===== config.mk =====
export PLATFORM = sky130hd
export DESIGN_NAME = forth_source_tokenizer
export DESIGN_NICKNAME = d
export VERILOG_FILES = /design/src/design/ftok_pkg.sv /design/src/design/forth_source_tokenizer.sv /design/src/design/ftok_in_stage.sv /design/src/design/ftok_classify.sv /design/src/design/ftok_out_stage.sv
export SDC_FILE = /design/constraint.sdc
export NUM_CORES = 1
export LEC_CHECK = 0
export BUFFER_PORTS_ARGS = -buffer_cell sky130_fd_sc_hd__buf_4
export CAP_MARGIN = 30
export CORE_UTILIZATION = 50
export CTS_BUF_LIST = sky130_fd_sc_hd__clkbuf_16
export CTS_CLUSTER_SIZE = 24
export DETAILED_ROUTE_END_ITERATION = 10
export PLACE_DENSITY_LB_ADDON = 0.15
export SLEW_MARGIN = 40
export SYNTH_ARGS = -nofsm -noshare
export SYNTH_HDL_FRONTEND = slang
export SYNTH_HIERARCHICAL = 1
export SYNTH_SLANG_ARGS = --single-unit
export TNS_END_PERCENT = 20

===== constraint.sdc =====
create_clock -name clk -period 2.9 [get_ports clk]
set_input_delay 0 -clock clk [delete_from_list [all_inputs] [get_ports clk]]
set_output_delay 0 -clock clk [all_outputs]
set_load 0.005 [all_outputs]

===== src/design/ftok_pkg.sv =====
// Shared types and constants for the Forth source tokenizer.
// No dependencies; used by every module of the block but the input register, and by the checker.
`default_nettype none

package ftok_pkg;

    localparam logic [7:0] CH_OPEN   = 8'h28;
    localparam logic [7:0] CH_CLOSE  = 8'h29;
    localparam logic [7:0] CH_QUOTE  = 8'h22;
    localparam logic [7:0] CH_BSLASH = 8'h5C;
    localparam logic [7:0] CH_SPACE  = 8'h20;
    localparam logic [7:0] CH_TAB    = 8'h09;
    localparam logic [7:0] CH_CR     = 8'h0D;

    localparam logic [1:0] KIND_SKIP = 2'd0;
    localparam logic [1:0] KIND_WORD = 2'd1;
    localparam logic [1:0] KIND_STR  = 2'd2;

    localparam logic [1:0] ERR_NONE    = 2'd0;
    localparam logic [1:0] ERR_UNTERM  = 2'd1;
    localparam logic [1:0] ERR_NOSPACE = 2'd2;
    localparam logic [1:0] ERR_HALTED  = 2'd3;

    typedef enum logic [6:0] {
        MODE_IDLE     = 7'b000_0001,
        MODE_COMMENT  = 7'b000_0010,
        MODE_WORD     = 7'b000_0100,
        MODE_STRING   = 7'b000_1000,
        MODE_ESC      = 7'b001_0000,
        MODE_AFTERSTR = 7'b010_0000,
        MODE_HALTED   = 7'b100_0000
    } lex_mode_t;

    typedef struct packed {
        logic [1:0] kind;
        logic       starts_token;
        logic       closes_before;
        logic       closes_after;
        logic       in_comment;
        logic [1:0] error;
    } tok_result_t;

    function automatic logic is_ws(input logic [7:0] b);
        return (b == CH_SPACE) || ((b >= CH_TAB) && (b <= CH_CR));
    endfunction

endpackage

`default_nettype wire


===== src/design/forth_source_tokenizer.sv =====
// Top level of the Forth source tokenizer: input register, classifier, result register.
// Depends on ftok_pkg, ftok_in_stage, ftok_classify and ftok_out_stage.
//
//  channel | handshake             | payload
//  --------+-----------------------+------------------------------------------------
//  src     | src_valid / src_ready | src_byte[7:0], line_end
//  tok     | tok_valid / tok_ready | kind[1:0], starts_token, closes_before,
//          |                       | closes_after, in_comment, error[1:0]
//
// One word per cycle sustained while tok_ready stays high; a taken byte waits in the input
// register, and its result is registered into the result register as the byte moves on. The
// lexer mode updates in that step too, so the mode loop through the classifier sets the rate.
// Reset returns the lexer to idle between tokens and empties both registers.
// A stall on tok backs up through the input register; src_ready drops only when both
// registers are full and tok_ready is low.
`default_nettype none

module forth_source_tokenizer (
    input  wire logic       clk,
    input  wire logic       rst_n,
    input  wire logic       src_valid,
    output logic            src_ready,
    input  wire logic [7:0] src_byte,
    input  wire logic       line_end,
    output logic            tok_valid,
    input  wire logic       tok_ready,
    output logic [1:0]      kind,
    output logic            starts_token,
    output logic            closes_before,
    output logic            closes_after,
    output logic            in_comment,
    output logic [1:0]      error
);

    logic                  hold_valid;
    logic [7:0]            hold_byte;
    logic                  hold_le;
    logic                  out_free;
    logic                  advance;
    ftok_pkg::tok_result_t result;

    assign advance = hold_valid && out_free;

    ftok_in_stage u_in (
        .clk        (clk),
        .rst_n      (rst_n),
        .src_valid  (src_valid),
        .src_ready  (src_ready),
        .src_byte   (src_byte),
        .line_end   (line_end),
        .take       (advance),
        .hold_valid (hold_valid),
        .hold_byte  (hold_byte),
        .hold_le    (hold_le)
    );

    ftok_classify u_cls (
        .clk      (clk),
        .rst_n    (rst_n),
        .advance  (advance),
        .cur_byte (hold_byte),
        .cur_le   (hold_le),
        .result   (result)
    );

    ftok_out_stage u_out (
        .clk           (clk),
        .rst_n         (rst_n),
        .load          (advance),
        .result        (result),
        .free          (out_free),
        .tok_valid     (tok_valid),
        .tok_ready     (tok_ready),
        .kind          (kind),
        .starts_token  (starts_token),
        .closes_before (closes_before),
        .closes_after  (closes_after),
        .in_comment    (in_comment),
        .error         (error)
    );

endmodule

`default_nettype wire


===== src/design/ftok_in_stage.sv =====
// Input register of the tokenizer: captures one source word per cycle while empty or while its held word moves on.
// Depends on nothing but the port signals; no package use.
`default_nettype none

module ftok_in_stage (
    input  wire logic       clk,
    input  wire logic       rst_n,
    input  wire logic       src_valid,
    output logic            src_ready,
    input  wire logic [7:0] src_byte,
    input  wire logic       line_end,
    input  wire logic       take,
    output logic            hold_valid,
    output logic [7:0]      hold_byte,
    output logic            hold_le
);

    logic       valid_reg;
    logic       valid_next;
    logic [7:0] byte_reg;
    logic       le_reg;

    // refill in the same cycle the held word moves on
    assign src_ready  = !valid_reg || take;
    assign valid_next = (src_valid && src_ready) || (valid_reg && !take);

    always_ff @(posedge clk or negedge rst_n)
    begin
        if (!rst_n)
        begin
            valid_reg <= 1'b0;
        end
        else
        begin
            valid_reg <= valid_next;
        end
    end

    always_ff @(posedge clk)
    begin
        if (src_valid && src_ready)
        begin
            byte_reg <= src_byte;
            le_reg   <= line_end;
        end
    end

    assign hold_valid = valid_reg;
    assign hold_byte  = byte_reg;
    assign hold_le    = le_reg;

endmodule

`default_nettype wire


===== src/design/ftok_classify.sv =====
// Lexer mode register and the per-byte classification logic.
// Uses ftok_pkg for mode codes, byte constants and the result struct.
`default_nettype none

module ftok_classify (
    input  wire logic                 clk,
    input  wire logic                 rst_n,
    input  wire logic                 advance,
    input  wire logic [7:0]           cur_byte,
    input  wire logic                 cur_le,
    output ftok_pkg::tok_result_t     result
);

    ftok_pkg::lex_mode_t mode_reg;
    ftok_pkg::lex_mode_t mode_next;
    ftok_pkg::lex_mode_t eff_mode;
    logic                ws;

    assign ws = ftok_pkg::is_ws(cur_byte);

    always_comb
    begin
        result    = '0;
        mode_next = mode_reg;
        // whitespace after a closing quote behaves as idle
        eff_mode  = (mode_reg == ftok_pkg::MODE_AFTERSTR) ? ftok_pkg::MODE_IDLE : mode_reg;

        if ((mode_reg == ftok_pkg::MODE_AFTERSTR) && !ws)
        begin
            result.error = ftok_pkg::ERR_NOSPACE;
            mode_next    = ftok_pkg::MODE_HALTED;
        end
        else
        begin
            case (eff_mode)
                ftok_pkg::MODE_IDLE:
                begin
                    if (ws)
                    begin
                        mode_next = ftok_pkg::MODE_IDLE;
                    end
                    else if (cur_byte == ftok_pkg::CH_OPEN)
                    begin
                        result.in_comment = 1'b1;
                        mode_next         = ftok_pkg::MODE_COMMENT;
                    end
                    else if (cur_byte == ftok_pkg::CH_QUOTE)
                    begin
                        result.kind         = ftok_pkg::KIND_STR;
                        result.starts_token = 1'b1;
                        if (cur_le)
                        begin
                            result.error = ftok_pkg::ERR_UNTERM;
                            mode_next    = ftok_pkg::MODE_HALTED;
                        end
                        else
                        begin
                            mode_next = ftok_pkg::MODE_STRING;
                        end
                    end
                    else
                    begin
                        result.kind         = ftok_pkg::KIND_WORD;
                        result.starts_token = 1'b1;
                        result.closes_after = cur_le;
                        mode_next = cur_le ? ftok_pkg::MODE_IDLE : ftok_pkg::MODE_WORD;
                    end
                end
                ftok_pkg::MODE_COMMENT:
                begin
                    if (cur_byte == ftok_pkg::CH_CLOSE)
                    begin
                        mode_next = ftok_pkg::MODE_IDLE;
                    end
                    else
                    begin
                        result.in_comment = 1'b1;
                        mode_next         = ftok_pkg::MODE_COMMENT;
                    end
                end
                ftok_pkg::MODE_WORD:
                begin
                    if (ws)
                    begin
                        result.closes_before = 1'b1;
                        mode_next            = ftok_pkg::MODE_IDLE;
                    end
                    else if (cur_byte == ftok_pkg::CH_OPEN)
                    begin
                        result.closes_before = 1'b1;
                        result.in_comment    = 1'b1;
                        mode_next            = ftok_pkg::MODE_COMMENT;
                    end
                    else
                    begin
                        result.kind         = ftok_pkg::KIND_WORD;
                        result.closes_after = cur_le;
                        mode_next = cur_le ? ftok_pkg::MODE_IDLE : ftok_pkg::MODE_WORD;
                    end
                end
                ftok_pkg::MODE_STRING:
                begin
                    result.kind = ftok_pkg::KIND_STR;
                    if (cur_byte == ftok_pkg::CH_QUOTE)
                    begin
                        result.closes_after = 1'b1;
                        mode_next = cur_le ? ftok_pkg::MODE_IDLE : ftok_pkg::MODE_AFTERSTR;
                    end
                    else if (cur_le)
                    begin
                        result.error = ftok_pkg::ERR_UNTERM;
                        mode_next    = ftok_pkg::MODE_HALTED;
                    end
                    else if (cur_byte == ftok_pkg::CH_BSLASH)
                    begin
                        mode_next = ftok_pkg::MODE_ESC;
                    end
                    else
                    begin
                        mode_next = ftok_pkg::MODE_STRING;
                    end
                end
                ftok_pkg::MODE_ESC:
                begin
                    result.kind = ftok_pkg::KIND_STR;
                    if (cur_le)
                    begin
                        result.error = ftok_pkg::ERR_UNTERM;
                        mode_next    = ftok_pkg::MODE_HALTED;
                    end
                    else
                    begin
                        mode_next = ftok_pkg::MODE_STRING;
                    end
                end
                default:
                begin
                    result.error = ftok_pkg::ERR_HALTED;
                    mode_next    = ftok_pkg::MODE_HALTED;
                end
            endcase
        end
    end

    always_ff @(posedge clk or negedge rst_n)
    begin
        if (!rst_n)
        begin
            mode_reg <= ftok_pkg::MODE_IDLE;
        end
        else if (advance)
        begin
            mode_reg <= mode_next;
        end
    end

endmodule

`default_nettype wire


===== src/design/ftok_out_stage.sv =====
// Result register of the tokenizer with its valid/ready handshake.
// Uses ftok_pkg for the result struct.
`default_nettype none

module ftok_out_stage (
    input  wire logic                 clk,
    input  wire logic                 rst_n,
    input  wire logic                 load,
    input  wire ftok_pkg::tok_result_t result,
    output logic                      free,
    output logic                      tok_valid,
    input  wire logic                 tok_ready,
    output logic [1:0]                kind,
    output logic                      starts_token,
    output logic                      closes_before,
    output logic                      closes_after,
    output logic                      in_comment,
    output logic [1:0]                error
);

    logic                  valid_reg;
    logic                  valid_next;
    ftok_pkg::tok_result_t res_reg;

    assign free       = !valid_reg || tok_ready;
    assign valid_next = load || (valid_reg && !tok_ready);

    always_ff @(posedge clk or negedge rst_n)
    begin
        if (!rst_n)
        begin
            valid_reg <= 1'b0;
        end
        else
        begin
            valid_reg <= valid_next;
        end
    end

    always_ff @(posedge clk)
    begin
        if (load)
        begin
            res_reg <= result;
        end
    end

    assign tok_valid     = valid_reg;
    assign kind          = res_reg.kind;
    assign starts_token  = res_reg.starts_token;
    assign closes_before = res_reg.closes_before;
    assign closes_after  = res_reg.closes_after;
    assign in_comment    = res_reg.in_comment;
    assign error         = res_reg.error;

endmodule

`default_nettype wire


=== Yosys cells after proc, flatten, opt, wreduce, memory -nomap -nowiden ===
Index checks and enable logic that the tools add are counted.

* Add/sub/neg operators: 0
* Multiply operators: 0
* Div/mod/pow operators: 0
* $lt $le $gt $ge: 2
* Eq/ne operators: 11
* Shifts and indexed selects: 0
* Muxes and demuxes: 37
* Bitwise logic cells: 2
* Reduce and logical (&&, ||, !) cells: 20

{| class="wikitable"
|+ Operators with widths
! kind !! count
|-
| $mux W7 || 10
|-
| $pmux W7 S5 || 1
|-
| $eq A8 B6 Y1 const B || 4
|-
| $mux W3 || 4
|-
| $mux W1 || 10
|-
| $mux W2 || 5
|-
| $eq A8 B7 Y1 const B || 1
|-
| $ge A8 B4 Y1 const B || 1
|-
| $le A8 B4 Y1 const B || 1
|-
| $pmux W2 S4 || 1
|-
| $eq A7 B1 Y1 const B || 1
|-
| $eq A7 B2 Y1 const B || 1
|-
| $eq A7 B3 Y1 const B || 1
|-
| $eq A7 B4 Y1 const B || 1
|-
| $eq A7 B5 Y1 const B || 1
|-
| $eq A7 B6 Y1 const B || 1
|-
| $logic_and A1 B1 Y1 || 6
|-
| $mux W6 || 1
|-
| $pmux W1 S3 || 2
|-
| $pmux W2 S3 || 1
|-
| $reduce_or A2 Y1 || 3
|-
| $logic_not A1 Y1 || 5
|-
| $logic_or A1 B1 Y1 || 5
|-
| $mux W5 || 1
|-
| other kinds (3) || 4
|}

* Flip-flop bits (word level): 26
* Bits in latches: 0
* Bits in writable memories: 0
* Memory bits (read-only): 0
* Input port bits: 13
* Output and inout port bits: 10
* Word-level logic and storage cells: 83
* Memories kept: 0

=== Logic depth before layout (Yosys ltp) ===
* Depth in word-level cells: 6
* Depth in mapped cells: 7
* Depth with buffers taken out: 6

=== Hierarchy ===
Netlist, hierarchy kept.

{| class="wikitable"
|+ By module, submodules not included
! module !! instances !! cells an instance !! area an instance (µm²) !! sequential area each (µm²)
|-
| ftok_classify || 1 || 98 || 755.7 || 176.4
|-
| ftok_in_stage || 1 || 13 || 324.1 || 295.3
|-
| ftok_out_stage || 1 || 11 || 287.8 || 265.3
|-
| forth_source_tokenizer || 1 || 1 || 6.3 || 0.0
|}

=== Least setup slack after synthesis ===
Ideal clock, no wire load.

* Kind: reg2reg
* Start point: register u_in.byte_reg[1] (netlist: u_in/hold_byte[1])
* End point: register u_cls.mode_reg[4]
* Setup time: 0.095 ns
* Arrival: 2.089 ns
* Required time: 2.805 ns
* Path slack: 0.715 ns
* Stages on the path, launching flop included: 8
* Buffers on the path: 1
* Clock period less this slack: 2.185 ns
* Cell sequence: edfxtp_1 > or4b_1 > a21oi_1 > o21ai_1 > and4_1 > buf_6 > or3b_4 > o31ai_1

* Cells in the longest elaborated chain, start to end: 6
* Elaborated cells between the ends (all ways): 19
* Those cells by class: 2 x order compare; 4 x eq/ne; 9 x mux; 4 x reduce/logical

{| class="wikitable"
|+ RTL lines
! item !! line !! text
|-
| start, declared || ftok_in_stage.sv:20 || <nowiki>logic [7:0] byte_reg;</nowiki>
|-
| start signal, assigned || ftok_in_stage.sv:43 || <nowiki>byte_reg <= src_byte;</nowiki>
|-
| $ge A8 B4 Y1 (tied with other cells) || ftok_pkg.sv:44 || <nowiki>return (b == CH_SPACE) || ((b >= CH_TAB) && (b <= CH_CR));</nowiki>
|-
| $logic_and A1 B1 Y1 (tied with other cells) || ftok_pkg.sv:44 ||
|-
| $logic_or A1 B1 Y1 (tied with other cells) || ftok_pkg.sv:44 ||
|-
| $mux W7 (tied with other cells) || ftok_classify.sv:83 || <nowiki>if (ws)</nowiki>
|-
| $pmux W7 S5 or $logic_and A1 B1 Y1 (tied branches) || ftok_classify.sv:35, ftok_classify.sv:28 ||
|-
| $mux W7 * || ftok_classify.sv:28 || <nowiki>if ((mode_reg == ftok_pkg::MODE_AFTERSTR) && !ws)</nowiki>
|-
| end signal, assigned || ftok_classify.sv:149 || <nowiki>mode_reg <= ftok_pkg::MODE_IDLE;</nowiki>
|-
| end signal, assigned || ftok_classify.sv:153 || <nowiki>mode_reg <= mode_next;</nowiki>
|-
| end, declared || ftok_classify.sv:14 || <nowiki>ftok_pkg::lex_mode_t mode_reg;</nowiki>
|}

Mark *: on every way between the ends. The rest lies on a longest branch, timed or not.
A chain may end at the register's enable or synchronous reset.

=== Worst setup path in the final report ===
* Start point: register u_cls.mode_reg[4]
* End point: register u_out.res_reg, in the netlist u_out/closes_after (data pin)

* Cells in the longest elaborated chain, start to end: 4
* Elaborated cells between the ends (all ways): 7
* Those cells by class: 4 x eq/ne; 2 x mux; 1 x reduce/logical

{| class="wikitable"
|+ RTL lines
! item !! line !! text
|-
| $eq A7 B6 Y1 || ftok_classify.sv:26, ftok_classify.sv:28 ||
|-
| $mux W7 || ftok_classify.sv:26 || <nowiki>eff_mode = (mode_reg == ftok_pkg::MODE_AFTERSTR) ? ftok_pkg::MODE_IDLE : mode_reg;</nowiki>
|-
| $eq A7 B4 Y1 (tied with other cells) || ftok_classify.sv:35 || <nowiki>case (eff_mode)</nowiki>
|-
| $pmux W1 S3 || ftok_classify.sv:35 ||
|-
| end signal, assigned || ftok_out_stage.sv:44 || <nowiki>res_reg <= result;</nowiki>
|-
| end, declared || ftok_out_stage.sv:23 || <nowiki>ftok_pkg::tok_result_t res_reg;</nowiki>
|}

Parallel ways exist; a longest one is shown, timed or not.

==> reports/qor.yml <==
status: "finished clean"
max-vdd-ir-drop_v: 0.000437
place.gp.congestion: 0.865
start_util_pct: 54.0
max_freq_mhz: 400
vias: 1118
synth_common_cells: "17 x edfxtp_1, 10 x nor2_1, 8 x dfrtp_1"
drive_gt1_share_pct: 23.2
ys_ff_latch: 26
tritoncts: "yes"
grt_antenna_before_repair: 0
grt_util_all_layers_pct: 22.9
clockBufferDepth: 2
drt_iter0_drc: 41
synth-seq-area-share_pct: 53.6
drc: 0
wl_per_cell_um: 16.1
worstPathCellList: "or3_1 > nor4b_1 > nor2_1 > or4_1 > o22a_1 > nor2_1"
finalClockSkew_ns: 0.00430
ys_async_sr_fraction_pct: 34.6
rows: 18
insertedDiodeCount: 0
overflow: 0
synthesis.area_mm2: 0.00137
fin_crit_ns: 2.50
worst_pin_slew_ns: 0.504
post-route-cell-area_mm2: 0.00174
final_util_pct: 68.5
syn_inst: 123
grt_pass1_wl_um: 4710
crit_buf_inv: 0
drv_cap: 0
power.leakage_nw: 0.661
core_area_mm2: 0.00254
hold_viol_final: 0
avgSynthCellArea_um2: 11.2
post_dp_cell_area_mm2: 0.00155
syn_to_final_growth_pct: 26.9
cp.required_ns: 3.01
drv_slew: 0
fin_setup_tns_ns: 0
clk_pin_slew_ns: 0.06
arrival_ns: 2.61
hold_path.class: "in -> reg"
finalHoldWorstSlack_ns: 0.00755
root_buffer: "clkbuf_16"
setup_viol: 0
slowest_stage: "or4_1"
final_nets: 169
path_max_fanout: 7
first_pass_iters: 4
finalNonFillerCells: 185
place_inst: 170
ys_top_cells_by_area: "edfxtp_1 37%, dfrtp_1 15%, nor2_1 2.7%"
crit_path_start_kind: "flop"
die_w_um: 54.4
routed_wl_um: 2980
synth_cell_type_count: 50
crit_type: "reg -> reg"
critical-path-top-delay-family: "simple AND/OR/NAND/NOR gates"
fillers: 173
die_h_um: 54.4
numCtsBuffers: 3
ys.flop_type: "edfxtp_1"
final_antenna_net_count: 0
synth_top_area_cell: "edfxtp_1"
rsz0062_at_grt: "false"
worstSkewPairLatency_ns: 0.26
dp_hpwl_um: 2000
post-route-period-util_pct: 86.2
slew-limit-headroom_pct: 66.1
postCtsSetupBuffers: 0
die-area_mm2: 0.00296
yosysTopAreaCellShare_pct: 37.2
grt_max_degree: 18
syn_nets: 136
synth_edf_count: 17
vias_per_cell: 6.04
synth.yosys.warnings: 6
io_buffers: 22
slowest_delay_ns: 0.56
cts.sinks: 26
largest_reg_flops: 8
first_global_vias: 1037
p_per_area_mw_per_mm2: 489
io-pin-count: 23
yosysMostFrequentCell: "edfxtp_1"
cts.htree.levels: 1
endpoint_kind: "flop"
crit_top_cell: "nor2_1"
==> routing by layer <==
layer  global-route usage [%]  vias to the layer above  share of wire [%]  wire length [um]
li1                         -                      528                  -                 -
met1                     28.1                      537                 44              1300
met2                     40.0                       49                 50              1480
met3                     2.78                        4                5.6               167
met4                     9.40                        0               0.97                29
met5                        0                        -                  0                 0
==> report_power, final <==
part	total [mW]	internal (mW)	switching (mW)
Clock	0.304	0.184	0.120
Sequential	0.442	0.426	0.0163
Combinational	0.106	0.0601	0.0459
Total	0.852	0.670	0.182
==> cell type report <==
type | count | area, um2 | area share [%]
Sequential cell | 26 | 737 | 42.3
Multi-Input combinational cell | 86 | 588 | 33.7
Timing Repair Buffer | 34 | 283 | 16.2
Clock buffer | 3 | 75.1 | 4.31
Tap cell | 30 | 37.5 | 2.15
Inverter | 5 | 18.8 | 1.08
Clock inverter | 1 | 3.75 | 0.215
==> worst register-to-register path: stages (launching register included) <==
cell and delay (ns):
dfrtp_1 0.44, or3_1 0.49, nor4b_1 0.41, nor2_1 0.11
or4_1 0.56, o22a_1 0.23, nor2_1 0.11
==> kinds of logic after synthesis <==
logic type	after synthesis	share of synthesized area, %
buffers and inverters	11	3.55
xor gates and xnor gates	3	1.91
DFF	26	53.6
AOI/OAI and AO/OA	27	13.2
muxes	1	0.820
and+or+nand+nor	55	26.9
==> path summary, 6_finish.rpt <==
kind                                          startpoint                             to  slack (ns)  cells past startpoint
setup reg to reg           u_cls/mode_reg[4]$_DFFE_PN0P_   u_out/closes_after$_DFFE_PP_        0.40                      6
min in group asynchronous                          rst_n  u_cls/mode_reg[1]$_DFFE_PN0P_        0.11                      2
hold / removal                                 tok_ready      u_out/tok_valid$_DFF_PN0_       0.008                      3
setup / recovery           u_cls/mode_reg[4]$_DFFE_PN0P_   u_out/closes_after$_DFFE_PP_        0.40                      6
hold reg to reg                u_out/tok_valid$_DFF_PN0_      u_out/tok_valid$_DFF_PN0_        0.54                      2
max in group asynchronous                          rst_n  u_cls/mode_reg[0]$_DFFE_PN1P_        2.57                      2
==> cell usage in the layout (no fill, tap or decap), types with 2 or more instances in the layout <==
cell type	Yosys	final
a211o_1	2	2
o21ai_0	5	5
edfxtp_1	17	17
nor3b_1	2	2
and2_1	2	2
buf_4	0	23
nand2_1	6	6
nand2b_1	2	2
dfrtp_1	8	8
clkbuf_16	0	3
nand2b_4	2	2
o22a_1	2	2
nor2b_1	5	5
nor4bb_1	2	2
dlygate4sd3_1	0	11
nor3_1	4	4
inv_1	5	5
o22ai_1	2	2
xor2_1	2	2
nor4b_1	3	3
or4_1	3	3
a21oi_1	6	6
nor2_1	10	10
==> through the flow <==
step           power, mW  setup WS, ns
6_report           0.852         0.399
5_1_grt            0.885         0.304
4_1_cts            0.858         0.408
3_5_place_dp       0.543         0.423
3_3_place_gp       0.540         0.440
2_1_floorplan      0.493         0.715
==> repair_timing <==
| action | in CTS | in global routing |
|---|---|---|
| resized for setup | 0 | 0 |
| hold endpoints to repair | 19 | 0 |
| hold buffers | 11 | 0 |
(Power assumes the default switching activity.)
